## config.mk

```make
export PLATFORM = sky130hd
export DESIGN_NAME = srtf_preemptive_scheduler_flat
export DESIGN_NICKNAME = d
export VERILOG_FILES = /design/src/hdl/srtf_pkg.sv /design/src/hdl/srtf_req_if.sv /design/src/hdl/srtf_rsp_if.sv /design/src/hdl/srtf_preemptive_scheduler.sv /design/src/hdl/srtf_slot_ram.sv /design/src/hdl/srtf_cmp.sv /design/src/flat_wrapper.sv
export SDC_FILE = /design/constraint.sdc
export NUM_CORES = 2
export LEC_CHECK = 0
export ABC_AREA = 1
export BUFFER_PORTS_ARGS = -buffer_cell sky130_fd_sc_hd__buf_2
export CAP_MARGIN = 30
export CORE_ASPECT_RATIO = 0.6
export CORE_MARGIN = 2
export CORE_UTILIZATION = 40
export DETAILED_ROUTE_END_ITERATION = 10
export GPL_ROUTABILITY_DRIVEN = 0
export GPL_TIMING_DRIVEN = 1
export SKIP_LAST_GASP = 1
export SLEW_MARGIN = 20
export SYNTH_ARGS = -nofsm -noshare
export SYNTH_HDL_FRONTEND = slang
export SYNTH_SLANG_ARGS = --single-unit
```

## constraint.sdc

```tcl
create_clock -name clk -period 7.6 [get_ports clk]
set_clock_uncertainty 0.1 [all_clocks]
set_input_delay 1.52 -clock clk [delete_from_list [all_inputs] [get_ports clk]]
set_output_delay 1.52 -clock clk [all_outputs]
set_load 0.05 [all_outputs]
```

## src/hdl/srtf_pkg.sv

```systemverilog
// shared types and codes of the shortest-remaining-time-first scheduler
package srtf_pkg;

    // fixed widths of the item fields
    localparam int ID_W      = 8;
    localparam int ARRIVAL_W = 32;
    localparam int BURST_W   = 16;
    localparam int STATUS_W  = 3;
    localparam int DONE_W    = 32;
    localparam int STAMP_W   = 32;

    // request kinds
    localparam logic REQ_ADD  = 1'b0;
    localparam logic REQ_TICK = 1'b1;

    // result status codes
    localparam logic [STATUS_W-1:0] ST_ADDED      = 3'd0;
    localparam logic [STATUS_W-1:0] ST_FULL       = 3'd1;
    localparam logic [STATUS_W-1:0] ST_ZERO_BURST = 3'd2;
    localparam logic [STATUS_W-1:0] ST_IDLE_TICK  = 3'd3;
    localparam logic [STATUS_W-1:0] ST_RAN        = 3'd4;
    localparam logic [STATUS_W-1:0] ST_COMPLETED  = 3'd5;

    // request item
    typedef struct packed {
        logic                 req_type;
        logic [ID_W-1:0]      proc_id;
        logic [ARRIVAL_W-1:0] arrival_time;
        logic [BURST_W-1:0]   burst_time;
    } req_t;

    // result item
    typedef struct packed {
        logic [STATUS_W-1:0] status;
        logic [ID_W-1:0]     run_id;
        logic [DONE_W-1:0]   completion_time;
        logic                all_empty;
    } rsp_t;

    // outcome of the shared compare unit
    typedef struct packed {
        logic lt;    // (a_hi, a_lo) below (b_hi, b_lo)
        logic le_c;  // a_hi at or below c_hi
    } cmp_res_t;

endpackage

```

## src/hdl/srtf_req_if.sv

```systemverilog
// request channel of the scheduler
interface srtf_req_if;
    logic           valid;
    logic           ready;
    srtf_pkg::req_t data;

    modport source (output valid, output data, input ready);
    modport sink (input valid, input data, output ready);
endinterface

```

## src/hdl/srtf_rsp_if.sv

```systemverilog
// result channel of the scheduler
interface srtf_rsp_if;
    logic           valid;
    logic           ready;
    srtf_pkg::rsp_t data;

    modport source (output valid, output data, input ready);
    modport sink (input valid, input data, output ready);
endinterface

```

## src/hdl/srtf_preemptive_scheduler.sv

```systemverilog
// shortest-remaining-time-first scheduler top level with its sequencer
//
//   channel  dir  handshake      payload
//   req      in   valid / ready  req_type, proc_id, arrival_time, burst_time
//   rsp      out  valid / ready  status, run_id, completion_time, all_empty
//
// an add goes from idle straight to the finish state; a tick sweeps the slot
// table through its one read port in every admission pass and the selection pass
// req is ready only while the sequencer idles; a result waits in the output
// register and only holds the sequencer if a second result is due before it
// is taken; reset clears the slot flags, time and stamp counter at once
module srtf_preemptive_scheduler #(
    parameter int SLOTS      = 16,
    parameter int TIME_BITS  = 32,
    parameter int BURST_BITS = 16
) (
    input  logic     clk,
    input  logic     rst_n,
    srtf_req_if.sink req,
    srtf_rsp_if.source rsp
);

    import srtf_pkg::*;

    localparam int IDX_W = $clog2(SLOTS);
    localparam int CNT_W = $clog2(SLOTS + 1);
    localparam int AW    = (TIME_BITS > ARRIVAL_W) ? TIME_BITS : ARRIVAL_W;
    localparam int BW    = (BURST_BITS > BURST_W) ? BURST_BITS : BURST_W;
    localparam int KEY_W = (TIME_BITS > BURST_BITS) ? TIME_BITS : BURST_BITS;

    // sequencer states
    localparam logic [2:0] S_IDLE     = 3'd0;
    localparam logic [2:0] S_ADM_SCAN = 3'd1;
    localparam logic [2:0] S_ADM_WR   = 3'd2;
    localparam logic [2:0] S_SEL_SCAN = 3'd3;
    localparam logic [2:0] S_RUN      = 3'd4;
    localparam logic [2:0] S_FINISH   = 3'd5;

    typedef struct packed {
        logic [ID_W-1:0]       id;
        logic [TIME_BITS-1:0]  arrival;
        logic [BURST_BITS-1:0] remaining;
        logic [STAMP_W-1:0]    stamp;
    } slot_entry_t;

    localparam int ENTRY_W = $bits(slot_entry_t);

    // control registers
    logic [2:0]           state_reg, state_next;
    logic [SLOTS-1:0]     valid_reg, valid_next;
    logic [SLOTS-1:0]     adm_reg, adm_next;
    logic [TIME_BITS-1:0] time_reg, time_next;
    logic [STAMP_W-1:0]   stamp_reg, stamp_next;
    logic [CNT_W-1:0]     scan_cnt_reg, scan_cnt_next;
    logic                 eval_en_reg, eval_en_next;
    logic                 found_reg, found_next;
    logic                 rsp_valid_reg, rsp_valid_next;

    // payload registers
    logic [IDX_W-1:0]    eval_idx_reg, eval_idx_next;
    logic [IDX_W-1:0]    best_idx_reg, best_idx_next;
    slot_entry_t         best_reg, best_next;
    logic [STATUS_W-1:0] res_status_reg, res_status_next;
    logic [ID_W-1:0]     res_id_reg, res_id_next;
    logic [DONE_W-1:0]   res_done_reg, res_done_next;
    rsp_t                rsp_data_reg, rsp_data_next;

    // memory and compare unit wiring
    logic                ram_we;
    logic [IDX_W-1:0]    ram_waddr;
    slot_entry_t         ram_wdata;
    slot_entry_t         ram_rdata;
    logic [ENTRY_W-1:0]  ram_rdata_raw;
    logic [KEY_W-1:0]    cmp_a_hi, cmp_b_hi, cmp_c_hi;
    logic [STAMP_W-1:0]  cmp_a_lo, cmp_b_lo;
    cmp_res_t            cmp_res;

    // helpers
    logic                  free_found;
    logic [IDX_W-1:0]      free_idx;
    logic [AW-1:0]         arrival_wide;
    logic [BW-1:0]         burst_wide;
    logic [TIME_BITS-1:0]  arrival_int;
    logic [BURST_BITS-1:0] burst_int;
    logic [TIME_BITS-1:0]  time_inc;
    logic [AW-1:0]         time_inc_wide;
    logic [BURST_BITS-1:0] rem_dec;
    logic                  scan_issue;
    logic                  scan_done;
    logic                  slot_v, slot_a;
    logic                  hit;
    logic                  req_fire;

    // field width conversion
    assign arrival_wide  = AW'(req.data.arrival_time);
    assign burst_wide    = BW'(req.data.burst_time);
    assign arrival_int   = arrival_wide[TIME_BITS-1:0];
    assign burst_int     = burst_wide[BURST_BITS-1:0];
    assign time_inc      = time_reg + TIME_BITS'(1);
    assign time_inc_wide = AW'(time_inc);
    assign rem_dec       = best_reg.remaining - BURST_BITS'(1);

    // lowest free slot
    always_comb
    begin
        free_found = 1'b0;
        free_idx   = '0;
        for (int i = SLOTS - 1; i >= 0; i--)
        begin
            if (!valid_reg[i])
            begin
                free_found = 1'b1;
                free_idx   = IDX_W'(i);
            end
        end
    end

    // slot table
    srtf_slot_ram #(
        .DEPTH (SLOTS),
        .WIDTH (ENTRY_W)
    ) u_ram (
        .clk   (clk),
        .we    (ram_we),
        .waddr (ram_waddr),
        .wdata (ram_wdata),
        .raddr (scan_cnt_reg[IDX_W-1:0]),
        .rdata (ram_rdata_raw)
    );

    assign ram_rdata = slot_entry_t'(ram_rdata_raw);

    // compare operands: arrival keys while admitting, remaining/stamp while selecting
    always_comb
    begin
        cmp_c_hi = KEY_W'(time_reg);
        if (state_reg == S_ADM_SCAN)
        begin
            cmp_a_hi = KEY_W'(ram_rdata.arrival);
            cmp_a_lo = '0;
            cmp_b_hi = KEY_W'(best_reg.arrival);
            cmp_b_lo = '0;
        end
        else
        begin
            cmp_a_hi = KEY_W'(ram_rdata.remaining);
            cmp_a_lo = ram_rdata.stamp;
            cmp_b_hi = KEY_W'(best_reg.remaining);
            cmp_b_lo = best_reg.stamp;
        end
    end

    srtf_cmp #(
        .HI_W (KEY_W),
        .LO_W (STAMP_W)
    ) u_cmp (
        .a_hi (cmp_a_hi),
        .a_lo (cmp_a_lo),
        .b_hi (cmp_b_hi),
        .b_lo (cmp_b_lo),
        .c_hi (cmp_c_hi),
        .res  (cmp_res)
    );

    // scan bookkeeping and candidate test
    assign scan_issue = (scan_cnt_reg < CNT_W'(SLOTS));
    assign scan_done  = (scan_cnt_reg == CNT_W'(SLOTS)) && !eval_en_reg;
    assign slot_v     = valid_reg[eval_idx_reg];
    assign slot_a     = adm_reg[eval_idx_reg];

    always_comb
    begin
        if (state_reg == S_ADM_SCAN)
        begin
            hit = eval_en_reg && slot_v && !slot_a && cmp_res.le_c &&
                  (!found_reg || cmp_res.lt);
        end
        else
        begin
            hit = eval_en_reg && slot_v && slot_a && (!found_reg || cmp_res.lt);
        end
    end

    assign req.ready = (state_reg == S_IDLE);
    assign req_fire  = req.valid && req.ready;

    // sequencer
    always_comb
    begin
        state_next      = state_reg;
        valid_next      = valid_reg;
        adm_next        = adm_reg;
        time_next       = time_reg;
        stamp_next      = stamp_reg;
        scan_cnt_next   = scan_cnt_reg;
        eval_en_next    = 1'b0;
        eval_idx_next   = scan_cnt_reg[IDX_W-1:0];
        found_next      = found_reg;
        best_idx_next   = best_idx_reg;
        best_next       = best_reg;
        res_status_next = res_status_reg;
        res_id_next     = res_id_reg;
        res_done_next   = res_done_reg;
        rsp_data_next   = rsp_data_reg;
        rsp_valid_next  = rsp_valid_reg && !rsp.ready;
        ram_we          = 1'b0;
        ram_waddr       = best_idx_reg;
        ram_wdata       = best_reg;

        unique case (state_reg)
            S_IDLE:
            begin
                if (req_fire)
                begin
                    res_id_next   = '0;
                    res_done_next = '0;
                    scan_cnt_next = '0;
                    found_next    = 1'b0;
                    if (req.data.req_type == REQ_TICK)
                    begin
                        state_next = S_ADM_SCAN;
                    end
                    else
                    begin
                        state_next = S_FINISH;
                        if (burst_int == '0)
                        begin
                            res_status_next = ST_ZERO_BURST;
                        end
                        else if (!free_found)
                        begin
                            res_status_next = ST_FULL;
                        end
                        else
                        begin
                            res_status_next      = ST_ADDED;
                            valid_next[free_idx] = 1'b1;
                            adm_next[free_idx]   = 1'b0;
                            ram_we               = 1'b1;
                            ram_waddr            = free_idx;
                            ram_wdata.id         = req.data.proc_id;
                            ram_wdata.arrival    = arrival_int;
                            ram_wdata.remaining  = burst_int;
                            ram_wdata.stamp      = '0;
                        end
                    end
                end
            end

            S_ADM_SCAN, S_SEL_SCAN:
            begin
                if (scan_issue)
                begin
                    scan_cnt_next = scan_cnt_reg + CNT_W'(1);
                    eval_en_next  = 1'b1;
                end
                if (hit)
                begin
                    found_next    = 1'b1;
                    best_idx_next = eval_idx_reg;
                    best_next     = ram_rdata;
                end
                if (scan_done)
                begin
                    scan_cnt_next = '0;
                    found_next    = 1'b0;
                    if (state_reg == S_ADM_SCAN)
                    begin
                        state_next = found_reg ? S_ADM_WR : S_SEL_SCAN;
                    end
                    else if (found_reg)
                    begin
                        state_next = S_RUN;
                    end
                    else
                    begin
                        res_status_next = ST_IDLE_TICK;
                        time_next       = time_inc;
                        state_next      = S_FINISH;
                    end
                end
            end

            S_ADM_WR:
            begin
                // admit the earliest arrival found in this pass
                ram_we                 = 1'b1;
                ram_wdata.stamp        = stamp_reg;
                adm_next[best_idx_reg] = 1'b1;
                stamp_next             = stamp_reg + STAMP_W'(1);
                state_next             = S_ADM_SCAN;
            end

            S_RUN:
            begin
                res_id_next = best_reg.id;
                time_next   = time_inc;
                state_next  = S_FINISH;
                if (rem_dec == '0)
                begin
                    res_status_next          = ST_COMPLETED;
                    res_done_next            = time_inc_wide[DONE_W-1:0];
                    valid_next[best_idx_reg] = 1'b0;
                    adm_next[best_idx_reg]   = 1'b0;
                end
                else
                begin
                    res_status_next     = ST_RAN;
                    ram_we              = 1'b1;
                    ram_wdata.remaining = rem_dec;
                    ram_wdata.stamp     = stamp_reg;
                    stamp_next          = stamp_reg + STAMP_W'(1);
                end
            end

            S_FINISH:
            begin
                // hand over once the output register is free
                if (!rsp_valid_reg || rsp.ready)
                begin
                    rsp_data_next.status          = res_status_reg;
                    rsp_data_next.run_id          = res_id_reg;
                    rsp_data_next.completion_time = res_done_reg;
                    rsp_data_next.all_empty       = ~|valid_reg;
                    rsp_valid_next                = 1'b1;
                    state_next                    = S_IDLE;
                end
            end

            default:
            begin
                state_next = S_IDLE;
            end
        endcase
    end

    // control state
    always_ff @(posedge clk or negedge rst_n)
    begin
        if (!rst_n)
        begin
            state_reg     <= S_IDLE;
            valid_reg     <= '0;
            adm_reg       <= '0;
            time_reg      <= '0;
            stamp_reg     <= '0;
            scan_cnt_reg  <= '0;
            eval_en_reg   <= 1'b0;
            found_reg     <= 1'b0;
            rsp_valid_reg <= 1'b0;
        end
        else
        begin
            state_reg     <= state_next;
            valid_reg     <= valid_next;
            adm_reg       <= adm_next;
            time_reg      <= time_next;
            stamp_reg     <= stamp_next;
            scan_cnt_reg  <= scan_cnt_next;
            eval_en_reg   <= eval_en_next;
            found_reg     <= found_next;
            rsp_valid_reg <= rsp_valid_next;
        end
    end

    // payload state
    always_ff @(posedge clk)
    begin
        eval_idx_reg   <= eval_idx_next;
        best_idx_reg   <= best_idx_next;
        best_reg       <= best_next;
        res_status_reg <= res_status_next;
        res_id_reg     <= res_id_next;
        res_done_reg   <= res_done_next;
        rsp_data_reg   <= rsp_data_next;
    end

    assign rsp.valid = rsp_valid_reg;
    assign rsp.data  = rsp_data_reg;

endmodule

```

## src/hdl/srtf_slot_ram.sv

```systemverilog
// slot table memory: one write port, one registered read port
module srtf_slot_ram #(
    parameter int DEPTH = 16,
    parameter int WIDTH = 88
) (
    input  logic                     clk,
    input  logic                     we,
    input  logic [$clog2(DEPTH)-1:0] waddr,
    input  logic [WIDTH-1:0]         wdata,
    input  logic [$clog2(DEPTH)-1:0] raddr,
    output logic [WIDTH-1:0]         rdata
);

    logic [WIDTH-1:0] mem [DEPTH];

    // write port
    always_ff @(posedge clk)
    begin
        if (we)
        begin
            mem[waddr] <= wdata;
        end
    end

    // registered read port
    always_ff @(posedge clk)
    begin
        rdata <= mem[raddr];
    end

endmodule

```

## src/hdl/srtf_cmp.sv

```systemverilog
// shared compare unit: lexicographic less-than and an upper-bound check
module srtf_cmp #(
    parameter int HI_W = 32,
    parameter int LO_W = 32
) (
    input  logic [HI_W-1:0]  a_hi,
    input  logic [LO_W-1:0]  a_lo,
    input  logic [HI_W-1:0]  b_hi,
    input  logic [LO_W-1:0]  b_lo,
    input  logic [HI_W-1:0]  c_hi,
    output srtf_pkg::cmp_res_t res
);

    // primary key first, secondary key breaks ties
    always_comb
    begin
        res.lt   = (a_hi < b_hi) || ((a_hi == b_hi) && (a_lo < b_lo));
        res.le_c = (a_hi <= c_hi);
    end

endmodule

```

## src/flat_wrapper.sv

```systemverilog
// flat-port wrapper written by rule: the top's interface ports become plain ports
module srtf_preemptive_scheduler_flat import srtf_pkg::*;
#(
    parameter int SLOTS      = 16,
    parameter int TIME_BITS  = 32,
    parameter int BURST_BITS = 16
)
  (clk, rst_n, req_valid, req_data, req_ready, rsp_valid, rsp_data, rsp_ready);
  srtf_req_if req_i ();
  srtf_rsp_if rsp_i ();
  input  logic clk;
  input  logic rst_n;
  input wire logic [$bits(req_i.valid)-1:0] req_valid;
  input wire logic [$bits(req_i.data)-1:0] req_data;
  output wire logic [$bits(req_i.ready)-1:0] req_ready;
  output wire logic [$bits(rsp_i.valid)-1:0] rsp_valid;
  output wire logic [$bits(rsp_i.data)-1:0] rsp_data;
  input wire logic [$bits(rsp_i.ready)-1:0] rsp_ready;
  assign req_i.valid = req_valid;
  assign req_i.data = req_data;
  assign req_ready = req_i.ready;
  assign rsp_valid = rsp_i.valid;
  assign rsp_data = rsp_i.data;
  assign rsp_i.ready = rsp_ready;
  srtf_preemptive_scheduler #(.SLOTS(SLOTS), .TIME_BITS(TIME_BITS), .BURST_BITS(BURST_BITS)) u_core (.clk(clk), .rst_n(rst_n), .req(req_i), .rsp(rsp_i));
endmodule
```

==> impl_metrics.yaml <==
global_routing:
  antenna_found_initial: 3
  grt_pass1_vias: 45329
  grt.total_usage: 0.2222
  grt_start_max_net_pins: 230
  overflow: 0
  grt_pass1_wl_um: 308300
route:
  met2_length_um: 88280
  drt.antenna.violating_nets: 0
  drc_errors: 0
  post_drt_wl_per_cell_um: 24.52
  drt-total-wl_um: 210300
  met3_length_um: 22090
  dr.max_layer_used: "met4"
  drt_iter0_markers: 6481
  firstDrtPassIters: 6
  wl_met1_um: 93930
  dr_total_vias: 48449
  via_per_inst: 5.648
clock_tree:
  cts_tree: "done"
  cts_sinks: 1786
  clockBufferDepth: 4
  cts_resized: 0
  insertion_delay_ns: 0.80
  post_cts_buffers: 0
  clockRootBuffer: "clkbuf_16"
  htreeDepth: 4
  path_clk_slew_ns: 0.08
  cts_buffers: 164
  hold_buffers: 0
worst_setup_path:
  critical_path_class: "reg -> reg"
  required_ns: 7.94
  crit_path_end_kind: "flop"
  path_max_fanout: 52
  worstPathArrival_ns: 6.30
  critPathLaunchType: "flop"
floorplanning:
  die_w_um: 553.8
  io_pins: 107
  die-area_mm2: 0.1849
  initial_core_util: 0.4013
  die_h_um: 333.9
  row_count: 121
  core_area_mm2: 0.1808
pwr:
  leakagePower_uw: 0.02767
  power_density_mw_per_mm2: 394.8
  vdd_drop_max_mv: 0.3620
synth:
  syn_area_mm2: 0.07254
  synth_nets: 6145
  yosys_warnings: 0
  synth_seq_cells: 1786
  synth-main-ff-cell: "edfxtp_1"
  synthArstFlopShare: 0.05991
  synth.distinct_cells: 45
  netlist_instances: 5983
  ys_seq_area_frac: 0.7193
  syn_avg_cell_area_um2: 12.12
  synth_edf_count: 1587
layout:
  final_common_cell: "edfxtp_1"
  final.fill_count: 16269
  largest_reg_flops: 1408
  drive_gt1_frac: 0.08951
  nets: 6216
  final_cell_mix: "edfxtp_1 (1587), nor2_1 (892), o21ai_0 (832)"
  syn_to_final_growth_pct: 12.84
worst_hold_path:
  hold_class: "reg -> reg"
timing:
  worst_slack_ns: 1.642
  max_slew_margin: 0.2191
  worst_pin_slew_ns: 1.171
  finalHoldViolCount: 0
  fin_tns_setup_ns: 0
  setup_violations: 0
  period_needed_ns: 5.958
  slew_violations: 0
  post-route-period-util: 0.7839
  rsz0062_at_grt: "false"
  fmax_ghz: 0.1678
placed_design:
  hpwl_um: 119100
  io_buffers: 106
  pre_cts_slack_ns: 1.399
run_status:
  status: "complete, no violations"
run:
  timing.max_cap.violations: 0
==> power breakdown <==
group / leakage (µW) / internal (µW) / total [µW] / switching [µW]
sequential: 0.0165 / 12800 / 13500 / 733
combinational: 0.00865 / 2820 / 10600 / 7740
clock: 0.00253 / 4600 / 8260 / 3660
total: 0.0277 / 20200 / 32300 / 12100
==> cells by family (layout without fill, tap and decap cells) <==
family,count (synthesis),count (layout),share of synthesized area
other,0,2,0
muxes,1,1,0.0001380
DFF,1786,1786,0.7193
AOI/OAI and AO/OA,1395,1395,0.1097
adders and majority gates,101,101,0.01742
xor gates and xnor gates,71,71,0.008573
buffers and inverters,601,796,0.03184
and+or+nand+nor,2028,2028,0.1130
==> per-stage QoR <==
stage | cell area [µm²] | hold WS (ns) | utilization | std cells | power [µW]
floorplan | 72540 | 0.2454 | - | 5983 | 20120
global placement | 76140 | 0.2884 | 0.4212 | 8244 | 23780
global route | 81850 | 0.2899 | 0.4528 | 8577 | 33970
finish | 81850 | 0.2844 | 0.4528 | 8578 | 32320
CTS | 81550 | 0.2902 | 0.4511 | 8545 | 32180
detailed placement | 76330 | 0.2887 | 0.4223 | 8255 | 23970
==> synthesized netlist by cell type (5+ instances only) <==
master       n  share of area
clkbuf_1   294          0.015
o22ai_1    209          0.018
buf_4        5        0.00052
nor3_1      34         0.0023
o21ai_0    832          0.057
nor4_1      25         0.0022
ha_1       101          0.017
nor2_2      10        0.00086
a31oi_1      5        0.00043
buf_1       27         0.0014
o21bai_1    10         0.0010
o21ai_1     74         0.0051
dfrtp_1    107          0.037
dfxtp_1     92          0.025
nor2_1     911          0.047
o211ai_1    40         0.0041
nand3_1    235          0.016
buf_2       22         0.0015
nand2_1    765          0.040
a21oi_1     67         0.0046
edfxtp_1  1587           0.66
inv_2       10        0.00052
inv_1      239          0.012
o221ai_1   149          0.018
nand4_1     33         0.0028
xor2_1      68         0.0082
==> worst max-delay path, stage by stage, from the launching register on <==
cell,delay [ns]
dfrtp_1,0.42
inv_1,0.10
nor2_1,0.09
nand2_4,0.60
clkinv_1,0.61
nand2_1,0.17
nand2_1,0.09
ha_1,0.32
nand2_1,0.07
inv_1,0.07
nand3_1,0.08
nor3_1,0.47
nand2_1,0.32
nor4_1,0.54
nand3_1,0.16
nand3_1,0.14
nand2_1,0.09
nor2_4,0.70
buf_12,0.36
==> cell type report <==
| cell class | instances | area [µm²] | share of cell area |
|---|---|---|---|
| diodes | 2 | 5.005 | 0.00006114 |
| clock buffers | 225 | 4609 | 0.05631 |
| clock inverters | 65 | 606.8 | 0.007414 |
| inverters | 252 | 969.7 | 0.01185 |
| multi-input cells | 3596 | 18270 | 0.2232 |
| flip-flops and latches | 1786 | 52190 | 0.6376 |
| well taps | 2398 | 3000 | 0.03666 |
| repair buffers | 254 | 2207 | 0.02696 |
==> worst paths after layout <==
kind	from	end	slack (ns)	cells past startpoint
hold reg to reg	u_core.res_done_reg[5]$_SDFFCE_PN0P_	u_core.rsp.data[6]$_DFFE_PP_	0.28	0
hold / removal	u_core.res_done_reg[5]$_SDFFCE_PN0P_	u_core.rsp.data[6]$_DFFE_PP_	0.28	0
setup / recovery	u_core.state_reg[0]$_DFFE_PN0P_	u_core.best_reg[15]$_DFFE_PP_	1.64	18
setup reg to reg	u_core.state_reg[0]$_DFFE_PN0P_	u_core.best_reg[15]$_DFFE_PP_	1.64	18
max in group asynchronous	rst_n	u_core.cmp_c_hi[6]$_DFFE_PN0P_	5.53	3
min in group asynchronous	rst_n	u_core.stamp_reg[26]$_DFFE_PN0P_	0.68	1
==> metal layers <==
| metal | vias to the layer above | global-route usage |
|---|---|---|
| met3 | 314 | 0.05433 |
| met4 | 0 | 0.06424 |
| li1 | 21820 | - |
| met2 | 2429 | 0.3163 |
| met1 | 23886 | 0.3345 |
| met5 | - | 0 |
No activity file was read; power rests on OpenSTA's default activity.
